==> config.mk <==
export PLATFORM = sky130hd
export DESIGN_NAME = pfcba_thresh
export DESIGN_NICKNAME = d
export VERILOG_FILES = /design/src/rtl/pfcba_pkg.sv /design/src/rtl/pfcba_thresh.sv
export SDC_FILE = /design/constraint.sdc
export NUM_CORES = 1
export LEC_CHECK = 0
export BUFFER_PORTS_ARGS = -buffer_cell sky130_fd_sc_hd__buf_2
export CORE_UTILIZATION = 42
export CTS_BUF_LIST = sky130_fd_sc_hd__clkbuf_4 sky130_fd_sc_hd__clkbuf_8 sky130_fd_sc_hd__clkbuf_16
export DETAILED_ROUTE_END_ITERATION = 12
export PLACE_DENSITY = 0.7
export SLEW_MARGIN = 20
export SYNTH_ARGS = -nofsm -noshare
export SYNTH_HDL_FRONTEND = slang
export SYNTH_SLANG_ARGS = --single-unit
==> constraint.sdc <==
create_clock -name clock -period 6 [get_ports clock]
set_input_delay 1.5 -clock clock [delete_from_list [all_inputs] [get_ports clock]]
set_output_delay 1.5 -clock clock [all_outputs]
set_load 0.05 [all_outputs]
==> src/rtl/pfcba_pkg.sv <==
// Package of the PFC buffer accounting block: sizes, codes and shared types.
// No dependencies; the interfaces, modules, checker and testbench of the block import it.
package pfcba_pkg;

   localparam int NUM_PORTS   = 64;
   localparam int COUNT_WIDTH = 32;
   localparam int PIDX_W      = (NUM_PORTS > 1) ? $clog2(NUM_PORTS) : 1;

   localparam int OP_W       = 2;
   localparam int PID_W      = 6;
   localparam int BYTE_W     = 20;
   localparam int BUF_W      = 32;
   localparam int SHIFT_W    = 5;
   localparam int RESERVE_W  = 20;
   localparam int MARGIN_W   = 20;
   localparam int TOT_W      = 38;
   localparam int ERR_W      = 2;
   localparam int CSR_IDX_W  = 2;
   localparam int CSR_DATA_W = 32;

   // Width that holds any sum or difference compared against a counter or threshold.
   localparam int CMP_W   = ((COUNT_WIDTH > BUF_W) ? COUNT_WIDTH : BUF_W) + 1;
   localparam int TAKEN_W = ((TOT_W > COUNT_WIDTH) ? TOT_W : COUNT_WIDTH) + 2;

   localparam logic [COUNT_WIDTH-1:0] CMAX = '1;

   typedef logic [OP_W-1:0]      opcode_type;
   typedef logic [ERR_W-1:0]     error_type;
   typedef logic [CSR_IDX_W-1:0] csr_index_type;

   localparam opcode_type OP_REGISTER = OP_W'(0);
   localparam opcode_type OP_ARRIVE   = OP_W'(1);
   localparam opcode_type OP_DEPART   = OP_W'(2);
   localparam opcode_type OP_CHECK    = OP_W'(3);

   localparam error_type ERR_OK           = ERR_W'(0);
   localparam error_type ERR_UNKNOWN_PORT = ERR_W'(1);
   localparam error_type ERR_DUPLICATE    = ERR_W'(2);
   localparam error_type ERR_DEPART_BIG   = ERR_W'(3);

   localparam csr_index_type CSR_BUFFER_SIZE   = CSR_IDX_W'(0);
   localparam csr_index_type CSR_ALPHA_SHIFT   = CSR_IDX_W'(1);
   localparam csr_index_type CSR_PORT_RESERVE  = CSR_IDX_W'(2);
   localparam csr_index_type CSR_RESUME_MARGIN = CSR_IDX_W'(3);

   localparam logic [BUF_W-1:0]     BUFFER_SIZE_RST   = BUF_W'(1048576);
   localparam logic [SHIFT_W-1:0]   ALPHA_SHIFT_RST   = SHIFT_W'(3);
   localparam logic [RESERVE_W-1:0] PORT_RESERVE_RST  = '0;
   localparam logic [MARGIN_W-1:0]  RESUME_MARGIN_RST = '0;

   // One row of the per-port table.
   typedef struct packed {
      logic [COUNT_WIDTH-1:0] ingress;
      logic [COUNT_WIDTH-1:0] hr_used;
      logic [BYTE_W-1:0]      hr_limit;
      logic                   paused;
   } entry_type;

   typedef struct packed {
      logic             en;
      logic [PIDX_W-1:0] addr;
      entry_type        data;
      logic             set_valid;
   } tbl_wr_type;

   typedef struct packed {
      logic [BUF_W-1:0] free;
      logic [BUF_W-1:0] thr;
   } thr_type;

   typedef struct packed {
      logic      pause_now;
      logic      resume_now;
      logic      can_admit;
      error_type error_code;
   } result_type;

endpackage

==> src/rtl/pfcba_thresh.sv <==
// Registered free-space and dynamic-threshold pipeline.
// Depends on pfcba_pkg; the free space is registered, and the threshold is registered from it.
module pfcba_thresh import pfcba_pkg::*; (
   input  logic                   clock,
   input  logic [TOT_W-1:0]       total_headroom,
   input  logic [TOT_W-1:0]       total_reserved,
   input  logic [COUNT_WIDTH-1:0] pool_used,
   input  logic [BUF_W-1:0]       buffer_size,
   input  logic [SHIFT_W-1:0]     alpha_shift,
   output thr_type                thr_o
);

   logic [TAKEN_W-1:0] taken;
   logic [BUF_W-1:0]   free_in, free_ff;
   logic [BUF_W-1:0]   thr_in, thr_ff;

   always_comb begin
      taken = TAKEN_W'(total_headroom) + TAKEN_W'(total_reserved) + TAKEN_W'(pool_used);
      if (TAKEN_W'(buffer_size) > taken) begin
         free_in = BUF_W'(TAKEN_W'(buffer_size) - taken);
      end else begin
         free_in = '0;
      end
      thr_in = free_ff >> alpha_shift;
   end

   always_ff @(posedge clock) begin
      free_ff <= free_in;
      thr_ff  <= thr_in;
   end

   assign thr_o.free = free_ff;
   assign thr_o.thr  = thr_ff;

endmodule

==> results.md, run 1 <==
* CTS Buffer Depth at 2
* Number of library cell types mapped by synthesis at 75
* Max Clk Rate at roughly 170 MHz
* Top layer used by detailed routing: met4
* GP Congestion at approximately 0.94
* Post-synthesis cell area at roughly 0.0075 mm^2
* Wire per inst at around 15 um
* R2R Path End: thr_ff[3]
* Placeable core region at roughly 0.017 mm^2
* CTS HTree Levels at 3
* Die Ht at roughly 140 um
* Worst vdd ir at about 0.28 mV
* Clock Pin Slew Worst Setup and Hold Paths at approximately 0.05 ns
* Wl on met1 at ~9700 um
* Startpoint kind of the worst setup timing path: input pin
* Number of global-route vias before repair at 7,090
* Number of maximum-capacitance violations at 0
* Critical Path AT at 6.15 ns
* R2R setup slack at around 4.3 ns
* Diode count at 0
* Post-synthesis cell count at 899
* Mapped Nets at approximately 1.2k
* Final critical delay including setup and external delays at between 5 and 6 ns
* Number of buffers inserted by hold repair at cts at 0
* First DRT Iteration DRCs at 440
* Power Dens Cells at between 300 and 400 mW/mm^2
* Startpoint of the most critical setup path: pool_used[1]
* Flop and latch count out of synthesis at 64
* Post-synth top area cell: sky130_fd_sc_hd__dfxtp_1
* Share of Yosys cell area claimed by the top area cell type at 0.171
* Avg Cell Area, Syn at 8.31 um^2
* Number of warnings printed during yosys synthesis at 0
* RSZ-0062 raised after global routing: true
* CTS tree: built
* Area overhead of the layout relative to synthesis at 34.5%
* Met2 wire length at 9690 um
* Leakage dissipation at about 4.7 nW
* Reg-to-reg critical path startpoint: free_ff[21]
* Util after Layout at 0.579
* Vias post-DR at 7,626
* Count of non-filler cells in the finished layout at 1,404
* Detailed-placement wirelength estimate at roughly 17,000 um
* # port buffers at between 200 and 250
* Multi-input gate area at around 0.0062 mm^2
* Most common cell in the synthesized netlist: sky130_fd_sc_hd__a21oi_1
* Initial cell density of the core at 0.431
* Final setup violation count at 0
* Antenna-violating nets left at 0
* Aggregate negative setup slack at 0 ns
* Detailed Routing Iterations Pass 1 at 5
* Maximum number of pins on one net before global-route repair at 42
* Dominant cells by area after synthesis: sky130_fd_sc_hd__dfxtp_1, sky130_fd_sc_hd__ha_1, sky130_fd_sc_hd__fa_1, sky130_fd_sc_hd__a21oi_1, sky130_fd_sc_hd__nand2_1
* Sequential area share after synthesis at 0.171
* Root buf cell: sky130_fd_sc_hd__clkbuf_16
* Final Hold Viols at 0
* Transition time of the tightest slew-check pin at roughly 0.85 ns
* Depth of the worst register-to-register path at 6
* Max-slew violation count at 0
* Clock buffers created by TritonCTS at 9
* Filler cell count in the final layout at 1,560
* Sinks on the clock net at 64
* Proportion of layout cells with a drive suffix above 1 at 0.347
* Worst setup path category: input pin to register
* Instance area at placement at 0.00929 mm^2
* Detailed-route wire length at approximately 21,000 um
* Clock skew after layout at between 0.009 and 0.01 ns
* Cell row count at 48
* Number of flops mapped to enable cells by yosys at 0
* First-pass GRT wire length at approximately 33,000 um
* Initial antenna violation count at 0
* Remaining global-route overflow at 0
* Most numerous cell types in the synthesized netlist: sky130_fd_sc_hd__a21oi_1, sky130_fd_sc_hd__nand2_1, sky130_fd_sc_hd__ha_1
* Run status: completed
* Area taken by flip-flops and latches at around 0.0013 mm^2
* Type of destination of the critical path: register
* Final worst-path cycle share at 0.986
* Endpoint of the most critical setup path: free_ff[22]
* Async set or reset register ratio after synthesis at 0
* Wire length on met3 at roughly 1100 um
* Clk_lat worst skew at 0.33 ns
* Number of nets in the finished design at 1,429
* Global Route Usage Sum at 0.224
* Placed Cells at roughly 1.4k
* Area of all placed cells without fillers at slightly above 0.01 mm^2
* Critical-path maximum fanout at 6
* Via count normalized by instance count at 5.43
* Die width at about 140 um
* Tightest slew margin relative to the limit at 0.436
* Die ar. at about 0.018 mm^2
* Top_reg_cell synth: sky130_fd_sc_hd__dfxtp_1
* Type of the most critical hold path: register to register
* Required time at the endpoint of the critical path at 6.23 ns
* Ports placed on the boundary at 210
* # DRC at 0
* Overall power at ~3.1 mW
## report_power, final
part           switching [mW]  internal (mW)
logic                    1.19          0.992
registers             0.00546          0.438
clock network           0.188          0.327
total                    1.38           1.76
## routing by layer
layer,GRT usage,vias to the layer above
li1,-,3866
met1,0.309,3480
met2,0.367,253
met3,0.0269,27
met4,0.0605,0
met5,0,-
## kinds of logic after synthesis
kind of cell,after synthesis,share of synthesized area
flops,64,0.171
fa+ha+maj,109,0.217
simple gates,272,0.177
xor+xnor,56,0.0656
mux,52,0.0948
compound gates,273,0.236
buf+inv,73,0.0383
## stage by stage
step	hold WS (ns)	setup WS, ns
2_1_floorplan	0.839	0.0806
3_3_place_gp	0.690	-0.325
3_5_place_dp	0.679	-0.473
4_1_cts	0.725	-0.00375
5_1_grt	0.778	-0.148
6_report	0.732	0.0828
## registers in the layout, summed over array words and instances (netlist names)
register / flops
free_ff: 32
thr_ff: 32
## critical path: stages
cell	delay (ns)
sky130_fd_sc_hd__buf_6	0.07
sky130_fd_sc_hd__inv_2	0.03
sky130_fd_sc_hd__fa_1	0.48
sky130_fd_sc_hd__inv_2	0.08
sky130_fd_sc_hd__ha_4	0.13
sky130_fd_sc_hd__inv_2	0.04
sky130_fd_sc_hd__fa_2	0.39
sky130_fd_sc_hd__nand2b_4	0.16
sky130_fd_sc_hd__a211oi_4	0.27
sky130_fd_sc_hd__o21ai_2	0.12
sky130_fd_sc_hd__buf_6	0.13
sky130_fd_sc_hd__a31o_4	0.24
sky130_fd_sc_hd__nor2_4	0.13
sky130_fd_sc_hd__nor2_4	0.05
sky130_fd_sc_hd__o21ai_2	0.15
sky130_fd_sc_hd__a21oi_2	0.08
sky130_fd_sc_hd__xor2_1	0.15
sky130_fd_sc_hd__ha_1	0.33
sky130_fd_sc_hd__nand4_1	0.19
sky130_fd_sc_hd__o2bb2ai_2	0.18
sky130_fd_sc_hd__nor3_2	0.18
sky130_fd_sc_hd__o311ai_2	0.14
sky130_fd_sc_hd__a221oi_4	0.25
sky130_fd_sc_hd__nand4_4	0.22
sky130_fd_sc_hd__buf_12	0.22
sky130_fd_sc_hd__nor4bb_2	0.26
## cell usage in the layout, fill, tap and decap left out, types with 4 or more instances in the layout
master / instances
sky130_fd_sc_hd__o21ai_0: 46
sky130_fd_sc_hd__nand2b_1: 12
sky130_fd_sc_hd__o211ai_1: 5
sky130_fd_sc_hd__a31oi_1: 8
sky130_fd_sc_hd__inv_1: 28
sky130_fd_sc_hd__nor3_1: 18
sky130_fd_sc_hd__inv_2: 5
sky130_fd_sc_hd__a21oi_1: 92
sky130_fd_sc_hd__o21bai_1: 14
sky130_fd_sc_hd__a21o_1: 29
sky130_fd_sc_hd__mux2i_1: 28
sky130_fd_sc_hd__or3_1: 7
sky130_fd_sc_hd__mux4_2: 14
sky130_fd_sc_hd__xor2_1: 31
sky130_fd_sc_hd__fa_1: 33
sky130_fd_sc_hd__buf_4: 87
sky130_fd_sc_hd__mux2_2: 10
sky130_fd_sc_hd__nand3_1: 11
sky130_fd_sc_hd__ha_1: 74
sky130_fd_sc_hd__nand2_1: 85
sky130_fd_sc_hd__nor2_1: 64
sky130_fd_sc_hd__dfxtp_1: 64
sky130_fd_sc_hd__clkbuf_16: 11
sky130_fd_sc_hd__nand4_1: 9
sky130_fd_sc_hd__nor2b_1: 10
sky130_fd_sc_hd__o21a_1: 6
sky130_fd_sc_hd__a211oi_1: 13
sky130_fd_sc_hd__nand3b_1: 4
sky130_fd_sc_hd__buf_6: 4
sky130_fd_sc_hd__nor3_2: 15
sky130_fd_sc_hd__o22ai_1: 9
sky130_fd_sc_hd__or2_2: 6
sky130_fd_sc_hd__xnor2_1: 24
sky130_fd_sc_hd__buf_2: 208
## worst min-delay path by stage
stage                     depth (start not counted)  slack, ns         from    endpoint
after floorplan                                   3       0.84  free_ff[31]  thr_ff[31]
after global placement                            3       0.69  free_ff[31]  thr_ff[31]
after detailed placement                          3       0.68  free_ff[31]  thr_ff[31]
after CTS                                         3       0.73  free_ff[31]  thr_ff[31]
after global routing                              3       0.78  free_ff[31]  thr_ff[31]
final                                             3       0.73  free_ff[31]  thr_ff[31]
## layout make-up
cell class / count / area share
inverters: 34 / 0.0127
repair buffers: 303 / 0.182
clock buffers: 10 / 0.0231
flip-flops and latches: 64 / 0.127
clock inverters: 6 / 0.00697
well taps: 225 / 0.0280
multi-input cells: 762 / 0.620
## timing repair
action	4_1_cts	5_1_grt
endpoints found under the hold margin	0	0
pin swaps	0	30
gates resized for setup	4	63
setup buffers	0	8
endpoints found under the setup margin	32	32
cloned	0	2
Power figures use the tool's default switching activity.
==> run 2: changes to the inputs <==
--- a/config.mk
+++ b/config.mk
@@ -6,10 +6,10 @@
 export NUM_CORES = 1
 export LEC_CHECK = 0
 export BUFFER_PORTS_ARGS = -buffer_cell sky130_fd_sc_hd__buf_2
-export CORE_UTILIZATION = 42
+export CORE_UTILIZATION = 35
 export CTS_BUF_LIST = sky130_fd_sc_hd__clkbuf_4 sky130_fd_sc_hd__clkbuf_8 sky130_fd_sc_hd__clkbuf_16
 export DETAILED_ROUTE_END_ITERATION = 12
-export PLACE_DENSITY = 0.7
+export PLACE_DENSITY = 0.61
 export SLEW_MARGIN = 20
 export SYNTH_ARGS = -nofsm -noshare
 export SYNTH_HDL_FRONTEND = slang
==> results.md, run 2 (synthesized netlist as in run 1, its figures left out) <==
* Run status: completed
* RSZ-0062 raised after global routing: true
* Number of buffers inserted by hold repair at cts at 0 (unchanged)
* CTS HTree Levels at 3 (unchanged)
* Clock Pin Slew Worst Setup and Hold Paths at 0.05 ns (about the same)
* Final worst-path cycle share at 0.982 (-0.00414)
* Global Route Usage Sum at 0.192 (-0.0317)
* Detailed Routing Iterations Pass 1 at 5 (unchanged)
* Detailed-placement wirelength estimate at 18,100 um (+5.4%)
* Sinks on the clock net at 64 (unchanged)
* Clock skew after layout at 0.00748 ns (-0.00159 ns)
* Worst Hold Margin at 0.729 ns (-0.00303 ns)
* Diode count at 0 (unchanged)
* Power Dens Cells at 311 mW/mm^2 (-0.29%)
* Remaining global-route overflow at 0 (unchanged)
* Depth of the worst register-to-register path at 6 (unchanged)
* Worst Min Path Start: free_ff[31]
* Number of maximum-capacitance violations at 0 (unchanged)
* Filler cell count in the final layout at 2,090 (+34%)
* Critical Path AT at 6.13 ns (-0.02 ns)
* Worst-path cell chain: buf_2 -> fa_1 -> ha_4 -> a21o_1 -> buf_4 -> a221oi_4 -> o2bb2ai_4 -> o21a_1 -> buf_6 -> a221oi_4 -> nand2_2 -> xnor2_4 -> ha_4 -> a21o_1 -> a21o_1 -> a21oi_1 -> o2bb2ai_1 -> nor3_1 -> o311ai_1 -> a221oi_2 -> nand4_4 -> buf_12 -> nor4b_4
* Type of the most critical hold path: register to register
* Worst vdd ir at 0.109 mV (-62%)
* Max Clk Rate at 170 MHz (+0.42%)
* Area of all placed cells without fillers at 0.0100 mm^2 (-0.29%)
* Vias post-DR at 7,524 (-1.3%)
* Transition time of the tightest slew-check pin at 0.854 ns (+0.00746 ns)
* Placed Cells at 1,435 (+4.1%)
* Via count normalized by instance count at 5.17 (-4.8%)
* Buf/Inv on CP at 4 (-2)
* Initial cell density of the core at 0.357 (-0.0739)
* Leakage dissipation at 4.70 nW (about the same)
* Worst Hold End: thr_ff[31]
* Proportion of layout cells with a drive suffix above 1 at 0.332 (-0.0147)
* Overall power at 3.12 mW (-0.58%)
* Crit path top cell by count: sky130_fd_sc_hd__a21o_1
* Family with the most delay on the worst path: compound AO/OA/AOI/OAI gates
* Maximum number of pins on one net before global-route repair at 42 (unchanged)
* Max-slew violation count at 0 (unchanged)
* Antenna-violating nets left at 0 (unchanged)
* CTS tree: built
* CTS Buffer Depth at 2 (unchanged)
* Final Hold Viols at 0 (unchanged)
* Worst hold path stage count at 3 (unchanged)
* Cell row count at 53 (+10%)
* Reg-to-reg critical path startpoint: free_ff[22]
* Ports placed on the boundary at 210 (unchanged)
* # port buffers at 209 (unchanged)
* Worst setup path category: input pin to register
* Initial antenna violation count at 0 (unchanged)
* Die width at 148 um (+9.4%)
* Maximum cell stage delay along the critical path at 0.58 ns (+0.10 ns)
* Clock buffers created by TritonCTS at 9 (unchanged)
* Startpoint kind of the worst setup timing path: input pin
* Wire per inst at 14.8 um (-0.35%)
* R2R setup slack at 4.28 ns (about the same)
* Root buf cell: sky130_fd_sc_hd__clkbuf_16
* Instance area at placement at 0.00941 mm^2 (+1.2%)
* # DRC at 0 (unchanged)
* Final setup violation count at 0 (unchanged)
* First-pass GRT wire length at 34,400 um (+3.4%)
* GP Congestion at 0.972 (+3.3%)
* Startpoint of the most critical setup path: pool_used[6]
* Detailed-route wire length at 21,600 um (+3.3%)
* Number of global-route vias before repair at 6,934 (-2.2%)
* Leading registers by flop count: free_ff (32), thr_ff (32)
* First DRT Iteration DRCs at 305 (-31%)
* Most frequent cells in the layout: sky130_fd_sc_hd__buf_2, sky130_fd_sc_hd__a21oi_1, sky130_fd_sc_hd__buf_4
* Leading cell type in the layout, fill and taps excluded: sky130_fd_sc_hd__buf_2
* R2R Path End: thr_ff[3]
* Area overhead of the layout relative to synthesis at 34.2%
* Required time at the endpoint of the critical path at 6.23 ns (about the same)
* Tightest slew margin relative to the limit at 0.431 (-0.00498)
* Slowest cell on crit path: sky130_fd_sc_hd__fa_1
* Die Ht at 148 um (+9.4%)
* Final critical delay including setup and external delays at 5.89 ns (-0.0248 ns)
* Clk_lat worst skew at 0.33 ns (about the same)
* Count of non-filler cells in the finished layout at 1,455 (+3.6%)
* Die ar. at 0.0219 mm^2 (+20%)
* Placeable core region at 0.0210 mm^2 (+21%)
* Type of destination of the critical path: register
* Critical-path maximum fanout at 6 (unchanged)
* Number of nets in the finished design at 1,430 (+0.070%)
==> run 2: cell count changes in the layout (fill, tap and decap cells not counted), moves of 2 or more <==
cell and delta:
sky130_fd_sc_hd__buf_4 +4, sky130_fd_sc_hd__nor2_2 +3, sky130_fd_sc_hd__ha_1 -3, sky130_fd_sc_hd__nor3_2 -15, sky130_fd_sc_hd__o21ai_2 -2, sky130_fd_sc_hd__o21ai_1 +3, sky130_fd_sc_hd__nor3_1 +18, sky130_fd_sc_hd__nor3_4 -3
sky130_fd_sc_hd__clkinv_4 -2, sky130_fd_sc_hd__nor2_4 -2, sky130_fd_sc_hd__ha_4 +2
==> run 2: timing repair <==
item	CTS	global route
pin swaps	0	21
buffers inserted	0	2
resized for setup	5	39
setup endpoints to repair	32	32
endpoints found under the hold margin	0	0
cloned	0	2
==> run 2: routing by layer <==
| metal | part of all wire | global-route usage | wire length (um) | up-vias |
|---|---|---|---|---|
| li1 | - | - | - | 3851 |
| met1 | 0.48 | 0.279 | 10400 | 3426 |
| met2 | 0.45 | 0.311 | 9810 | 230 |
| met3 | 0.054 | 0.0153 | 1170 | 17 |
| met4 | 0.0089 | 0.0392 | 193 | 0 |
| met5 | 0 | 0 | 0 | - |
==> run 2: how the worst max path moves through the flow <==
| stage | to | slack (ns) | cells past startpoint |
|---|---|---|---|
| after floorplan | free_ff[11] | 0.08 | 23 |
| after global placement | free_ff[30] | -0.36 | 27 |
| final | free_ff[20] | 0.11 | 23 |
| after CTS | free_ff[20] | 0.02 | 25 |
| after detailed placement | free_ff[31] | -0.64 | 25 |
| after global routing | free_ff[20] | -0.11 | 23 |
==> run 2: power by group <==
| part | internal, mW | leakage [nW] | switching (mW) |
|---|---|---|---|
| Sequential | 0.438 | 0.520 | 0.00577 |
| Clock | 0.376 | 0.151 | 0.182 |
| Combinational | 0.987 | 4.03 | 1.13 |
| Total | 1.80 | 4.70 | 1.32 |
==> run 2: layout make-up <==
class | instances | area [um^2] | area share
multi-input combinational | 762 | 6120 | 0.610
timing repair buffer | 304 | 1820 | 0.182
sequential | 64 | 1280 | 0.128
tap | 275 | 344 | 0.0343
clock inverter | 6 | 91.3 | 0.00911
inverter | 34 | 128 | 0.0127
clock buffer | 10 | 239 | 0.0238
==> run 2: tightest hold or removal path, cell delays in order, from the launching register on <==
cell                      delay, ns
sky130_fd_sc_hd__dfxtp_1       0.35
sky130_fd_sc_hd__nand2_1       0.10
sky130_fd_sc_hd__or3_1         0.16
sky130_fd_sc_hd__nor2_1        0.07
==> run 2: metrics by stage <==
stage | setup TNS [ns] | util | worst slack, ns
final | 0 | 0.478 | 0.108
after CTS | 0 | 0.466 | 0.0164
after detailed placement | -13.64 | 0.449 | -0.642
after global routing | -1.26 | 0.478 | -0.112
after global placement | -8.56 | 0.449 | -0.360
after floorplan | 0 | - | 0.0806
